`src/rtl/k_clique_counter_defines.svh`:
```
// ----------------------------------------------------------------------------
// k_clique_counter_defines
// assertion macros for the clique counter
// ----------------------------------------------------------------------------
`ifndef K_CLIQUE_COUNTER_DEFINES_SVH
`define K_CLIQUE_COUNTER_DEFINES_SVH
`ifndef NO_ASSERTIONS
`define KCC_ASSERT_SAME(lbl, ante, cons, msg) \
	lbl: assert property (@(posedge clk) disable iff (!arst_n) (ante) |-> (cons)) \
		else $error(msg);
`define KCC_ASSERT_NEXT(lbl, ante, cons, msg) \
	lbl: assert property (@(posedge clk) disable iff (!arst_n) (ante) |=> (cons)) \
		else $error(msg);
`else
`define KCC_ASSERT_SAME(lbl, ante, cons, msg)
`define KCC_ASSERT_NEXT(lbl, ante, cons, msg)
`endif
`endif

```
`src/rtl/kcc_pkg.sv`:
```
// ----------------------------------------------------------------------------
// kcc_pkg
// shared types and constants of the clique counter
// ----------------------------------------------------------------------------
package kcc_pkg;

	localparam int MAX_VERTICES_DEF = 64;
	localparam int MAX_CLIQUE_DEF   = 16;

	localparam int CFG_DW = 7;
	localparam int CFG_IW = 2;

	localparam logic [CFG_IW-1:0] CFG_VERTEX_COUNT = 2'd0;
	localparam logic [CFG_IW-1:0] CFG_CLIQUE_SIZE  = 2'd1;
	localparam logic [CFG_IW-1:0] CFG_START_OFFSET = 2'd2;
	localparam logic [CFG_IW-1:0] CFG_START_STRIDE = 2'd3;

	localparam logic [1:0] MODE_CLEAR = 2'd0;
	localparam logic [1:0] MODE_EDGE  = 2'd1;
	localparam logic [1:0] MODE_COUNT = 2'd2;

	typedef struct packed {
		logic [1:0] mode;
		logic [5:0] first_vertex;
		logic [5:0] second_vertex;
	} in_word_t;

	typedef struct packed {
		logic [31:0] clique_count;
		logic        saturated;
	} out_word_t;

	typedef enum logic [3:0] {
		S_IDLE,
		S_EDGE_RA,
		S_EDGE_WA,
		S_EDGE_WB,
		S_CINIT,
		S_START,
		S_ROOT,
		S_STEP,
		S_EXPAND,
		S_ADD,
		S_NEXT,
		S_DONE
	} state_t;

	typedef struct packed {
		logic load_in;
		logic clear_rows;
		logic edge_rd_a;
		logic edge_wr_a;
		logic edge_wr_b;
		logic count_init;
		logic start_read;
		logic root_load;
		logic step_push;
		logic expand;
		logic chunk_clr;
		logic add_chunk;
		logic add_one;
		logic level_pop;
		logic next_start;
		logic out_load;
	} cmd_t;

	typedef struct packed {
		logic edge_ok;
		logic k_valid;
		logic k_is_one;
		logic start_ok;
		logic at_max;
		logic leaf;
		logic cur_empty;
		logic depth_zero;
		logic chunk_last;
		logic last_start;
		logic out_free;
	} sts_t;

endpackage

```
`src/rtl/kcc_ctrl.sv`:
```
// ----------------------------------------------------------------------------
// kcc_ctrl
// sequencer for edge loading and the depth-first clique search
// ----------------------------------------------------------------------------
module kcc_ctrl (
	input  logic          clk,
	input  logic          arst_n,
	input  logic          in_valid,
	input  logic [1:0]    in_mode,
	output logic          in_stall,
	input  kcc_pkg::sts_t sts,
	output kcc_pkg::cmd_t cmd
);

	kcc_pkg::state_t state_q, state_d;

	always_ff @(posedge clk or negedge arst_n) begin
		if (!arst_n) begin
			state_q <= kcc_pkg::S_IDLE;
		end else begin
			state_q <= state_d;
		end
	end

	assign in_stall = (state_q != kcc_pkg::S_IDLE);

	always_comb begin
		state_d = state_q;
		cmd     = '0;
		case (state_q)
			kcc_pkg::S_IDLE: begin
				if (in_valid) begin
					cmd.load_in = 1'b1;
					case (in_mode)
						kcc_pkg::MODE_CLEAR: cmd.clear_rows = 1'b1;
						kcc_pkg::MODE_EDGE:  state_d = kcc_pkg::S_EDGE_RA;
						kcc_pkg::MODE_COUNT: state_d = kcc_pkg::S_CINIT;
						default: ;
					endcase
				end
			end
			kcc_pkg::S_EDGE_RA: begin
				if (sts.edge_ok) begin
					cmd.edge_rd_a = 1'b1;
					state_d = kcc_pkg::S_EDGE_WA;
				end else begin
					state_d = kcc_pkg::S_IDLE;
				end
			end
			kcc_pkg::S_EDGE_WA: begin
				cmd.edge_wr_a = 1'b1;
				state_d = kcc_pkg::S_EDGE_WB;
			end
			kcc_pkg::S_EDGE_WB: begin
				cmd.edge_wr_b = 1'b1;
				state_d = kcc_pkg::S_IDLE;
			end
			kcc_pkg::S_CINIT: begin
				cmd.count_init = 1'b1;
				state_d = sts.k_valid ? kcc_pkg::S_START : kcc_pkg::S_DONE;
			end
			kcc_pkg::S_START: begin
				if (!sts.start_ok) begin
					state_d = kcc_pkg::S_DONE;
				end else if (sts.k_is_one) begin
					cmd.add_one = 1'b1;
					state_d = kcc_pkg::S_NEXT;
				end else begin
					cmd.start_read = 1'b1;
					state_d = kcc_pkg::S_ROOT;
				end
			end
			kcc_pkg::S_ROOT: begin
				cmd.root_load = 1'b1;
				state_d = kcc_pkg::S_STEP;
			end
			kcc_pkg::S_STEP: begin
				if (sts.at_max) begin
					state_d = kcc_pkg::S_DONE;
				end else if (sts.leaf) begin
					cmd.chunk_clr = 1'b1;
					state_d = kcc_pkg::S_ADD;
				end else if (sts.cur_empty) begin
					if (sts.depth_zero) begin
						state_d = kcc_pkg::S_NEXT;
					end else begin
						cmd.level_pop = 1'b1;
					end
				end else begin
					cmd.step_push = 1'b1;
					state_d = kcc_pkg::S_EXPAND;
				end
			end
			kcc_pkg::S_EXPAND: begin
				cmd.expand = 1'b1;
				state_d = kcc_pkg::S_STEP;
			end
			kcc_pkg::S_ADD: begin
				cmd.add_chunk = 1'b1;
				if (sts.chunk_last) begin
					if (sts.depth_zero) begin
						state_d = kcc_pkg::S_NEXT;
					end else begin
						cmd.level_pop = 1'b1;
						state_d = kcc_pkg::S_STEP;
					end
				end
			end
			kcc_pkg::S_NEXT: begin
				if (sts.last_start) begin
					state_d = kcc_pkg::S_DONE;
				end else begin
					cmd.next_start = 1'b1;
					state_d = kcc_pkg::S_START;
				end
			end
			kcc_pkg::S_DONE: begin
				if (sts.out_free) begin
					cmd.out_load = 1'b1;
					state_d = kcc_pkg::S_IDLE;
				end
			end
			default: state_d = kcc_pkg::S_IDLE;
		endcase
	end

endmodule

```
`config.mk`:
```
export PLATFORM = sky130hd
export DESIGN_NAME = kcc_ctrl
export DESIGN_NICKNAME = d
export VERILOG_FILES = /design/src/rtl/k_clique_counter_defines.svh /design/src/rtl/kcc_pkg.sv /design/src/rtl/kcc_ctrl.sv
export SDC_FILE = /design/constraint.sdc
export NUM_CORES = 1
export LEC_CHECK = 0
export BUFFER_PORTS_ARGS = -buffer_cell sky130_fd_sc_hd__buf_2
export CAP_MARGIN = 10
export CORE_ASPECT_RATIO = 0.9
export CORE_MARGIN = 2
export CORE_UTILIZATION = 37
export DETAILED_ROUTE_END_ITERATION = 8
export PLACE_DENSITY_LB_ADDON = 0.3
export SYNTH_ARGS = -nofsm -noshare
export SYNTH_HDL_FRONTEND = slang
export SYNTH_SLANG_ARGS = --single-unit
```
`constraint.sdc`:
```
create_clock -name clk -period 1.5 [get_ports clk]
set_clock_uncertainty 0.2 [all_clocks]
set_input_delay 0.15 -clock clk [delete_from_list [all_inputs] [get_ports clk]]
set_output_delay 0.15 -clock clk [all_outputs]
set_load 0.01 [all_outputs]
```
# Yosys cells after proc, flatten, opt, wreduce, memory -nomap -nowiden
# Index checks and enable logic that the tools add are counted.
totals:
  in_bits: 16
  register_bits: 4
  memories: 0
  ramBits: 0
  word_cells: 73
  latch_bits: 0
  mem_bits_ro: 0
classes:
  n_mul: 0
  div_mod_pow: 0
  mux: 49
  add_sub_neg: 0
  shifts: 0
  magnitude_cmp: 0
  n_reduce_logical: 5
  n_bitwise: 0
  eq_ne: 18
ops:
  columns: ["operator", "count"]
  rows:
  - ["$mux W4", 12]
  - ["$pmux W4 S10", 1]
  - ["$mux W1", 31]
  - ["$eq A4 B3 Y1 const B", 4]
  - ["$eq A4 B4 Y1 const B", 4]
  - ["$eq A4 B2 Y1 const B", 2]
  - ["$pmux W4 S2", 1]
  - ["$mux W2", 3]
  - ["$ne A2 B2 Y1 const B", 3]
  - ["$ne A5 B5 Y1 const B", 1]
  - ["$reduce_and A5 Y1", 1]
  - ["$eq A4 B1 Y1 const B", 1]
  - ["$logic_not A4 Y1", 1]
  - ["$reduce_bool A4 Y1", 1]
  - ["$ne A3 B1 Y1 const B", 1]
  - ["$eq A2 B1 Y1 const B", 1]
  - ["$eq A2 B2 Y1 const B", 1]
  - ["$logic_not A2 Y1", 1]
  - ["$pmux W1 S2", 1]
  - ["$reduce_or A2 Y1", 1]

# Longest topological paths before layout
depth:
  ltp_word: 5
  ltp_mapped: 7

# Worst setup path before layout
# No wires, ideal clock.
synth_path:
  path_type: "reg-to-output"
  startpoint: "register state_q[3]"
  endpoint: "output port cmd[7] (netlist name)"
  t_required_ns: 1.150
  t_arrival_ns: 1.203
  path_slack_ns: -0.053
  path_stages_with_launch: 6
  path_buffers: 1
  cell_sequence: "dfrtp_1 > buf_2 > inv_2 > nand2_2 > nor3_2 > nor3b_1"
synth_lines:
  columns: ["element", "line", "source"]
  rows:
  - ["start: declaration", "kcc_ctrl.sv:15", "kcc_pkg::state_t state_q, state_d;"]
  - ["start signal: assignment", "kcc_ctrl.sv:19", "state_q <= kcc_pkg::S_IDLE;"]
  - ["start signal: assignment", "kcc_ctrl.sv:21", "state_q <= state_d;"]
  - ["end: declaration", "kcc_ctrl.sv:12", "output kcc_pkg::cmd_t cmd"]

==> results.md <==
- Final setup viols: 21
- DR vias/cell: 5.59
- Worst-Margin Slew: 0.307 ns
- Reg-to-reg endpoint: state_q[1]
- Fin area: 1170 um^2
- Full die area: 1970 um^2
- R2r setup slk: -0.25 ns
- Startpoint class of the critical path: flop
- Remaining DRCs: 0
- Largest net degree at the start of global routing: 8
- Largest registers: state_q x4
- Post-Synthesis Cells: 83
- Worst EP required: 1.15 ns
- Starting Density: 40.7%
- Area grow syn2layout: 95.0%
- Setup_tns: -4.72 ns
- Max Freq: 536 MHz
- Critical path capture point type: output port
- Number of synthesized register bits: 4
- Vias in the first global route: 794
- Outcome: finished with violations
- Number of DRC markers in iteration 0: 42
- DRT antenna net count: 0
- Final setup margin: -0.366 ns
- Hold Crit Class: in -> async
- Routability Congestion: 0.943
- Mean Syn Cell Area: 7.25 um^2
- Number of nets in the layout: 166
- Post-layout util: 79.3%
- Yosys cell types: 39
- Post-synth net total: 101
- Max FO, Critical Path: 4
- Post-DP HPWL: 1520 um
- Final Hold Fails: 0
- EDFF count, synth: 0
- Period utilisation layout: 124%
- Ys flop type: dfrtp_1
- Failing checks: setup timing
- Fin crit period: 1.87 ns
- Antenna violations before repair: 0
- CTS buffer count: 3
- Core area: 1480 um^2
- Placement-stage cell area: 875 um^2
- Layout cell share with drive strength beyond 1: 65.8%
- Biggest register: state_q
- Synth warnings: 0
- Static leakage: 0.602 nW
- Post-synth top cells: 8 x nor2_1, 8 x nor3_1, 5 x nand2_1
- Die Width: 46.5 um
- Via count: 939
- Clock tree sinks: 4
- Global route total overflow: 0
- Post-synth top area cell: dfrtp_1
- Largest register FFs: 4
- Worst EP arrival: 1.52 ns
- Max-slew headroom: 79.3%
- Max-slew violation count: 0
- Synth top area share: 16.6%
- Async S/R FF share, synth: 100%
- CTS tree: yes
- Root Driver: clkbuf_4
- WL final: 2660 um
- Unrepaired setup endpoints after global routing: yes
- ANT cells: 0
- Sequential-to-total area share from yosys stat: 16.6%
- # H-tree levels: 1
- VDD IR-drop max: 0.00153 V
- Worst r2r src: state_q[2]
- Max-Cap Viols: 0
- WS Path Type: reg -> out
- Max Root-Sink Buffers: 2
- Pwr/cell area: 1890 nW/um^2
- Die span in y: 42.3 um
- Clk Latency, worst-skew pair: 0.24 ns
- WL/cell: 15.9 um
- Port Buf Inserts: 32
- Num ports: 33
- 1st-pass router iterations: 4
- Synthesized cell area: 602 um^2
- Row count: 13
- GRT Total Usage: 27.3%
- Worst R2R Path Depth: 6
- Global-route wire length before repair: 3910 um
- Ranking of synthesized cells by area: dfrtp_1 17%, nor3_1 6.7%, nor2_1 5.0%
- Clock Pin Slew Worst Setup and Hold Paths: 0.04 ns
[kinds of logic after synthesis]
family,share of synthesized area (%)
AND/OR/NAND/NOR,47.8
AO/OA/AOI/OAI,20.2
buffers and inverters,9.56
multiplexers,1.66
flip-flops,16.6
adder cells (fa/ha/maj),4.16
[routing by layer]
layer  vias to the layer above  wire length [um]  GRT usage [%]
met1                       423               982           36.2
met2                        73              1260           45.8
met4                         0               141           5.14
met5                         -                 0              0
met3                        17               283           3.88
li1                        426                 -              -
[through the flow]
step	total power (W)	hold slack [ns]	std cells	setup WS [ns]
after floorplan	0.00101	-0.346	83	0.000354
after global placement	0.00142	-0.243	148	-0.151
after detailed placement	0.00143	-0.244	148	-0.182
after CTS	0.00189	0.0400	162	-0.243
after global routing	0.00235	0.0688	168	-0.414
final	0.00222	0.0414	168	-0.366
[critical path: stages (launching register included)]
cell	delay [ns]
dfrtp_1	0.40
buf_6	0.14
clkinv_4	0.05
nand2_4	0.06
nor3_4	0.23
a22oi_1	0.09
nor2_1	0.15
buf_2	0.17
[worst max-delay path by stage]
stage,startpoint,depth (start not counted),to
after global placement,state_q[2],5,state_q[1]
final,state_q[3],7,cmd[2]
after floorplan,state_q[3],6,state_q[1]
after detailed placement,state_q[1],5,state_q[1]
after global routing,state_q[3],6,cmd[7]
after CTS,state_q[2],3,cmd[14]
[where the power goes]
group	switching, W	total (W)	internal (W)
clock	0.0000470	0.000137	0.0000897
sequential	0.000123	0.000291	0.000168
combinational	0.000831	0.00179	0.000963
total	0.00100	0.00222	0.00122
[cell type report]
type / instances / area [um^2]
timing repair buffer: 64 / 453
sequential: 4 / 104
tap: 22 / 27.5
clock buffer: 3 / 22.5
multi-input combinational: 69 / 539
inverter: 6 / 27.5
fill: 94 / 307
[repair_timing]
item,in CTS,in global routing
pin swaps,7,5
gates resized for setup,21,16
endpoints found under the hold margin,4,0
buffers inserted,10,6
endpoints found under the setup margin,21,21
hold buffers,1,0
[layout by cell type (no fill, tap or decap), drive strengths merged, types with 2 or more instances in the layout]
master / n
nor2: 8
and3: 4
nor2b: 4
inv: 5
o21ai: 6
nand2: 8
and2: 4
o22ai: 2
buf: 63
a21oi: 3
nor3b: 2
nor3: 9
nor4: 2
nand3: 3
ha: 2
clkbuf: 3
dfrtp: 4
(Power assumes the default switching activity.)
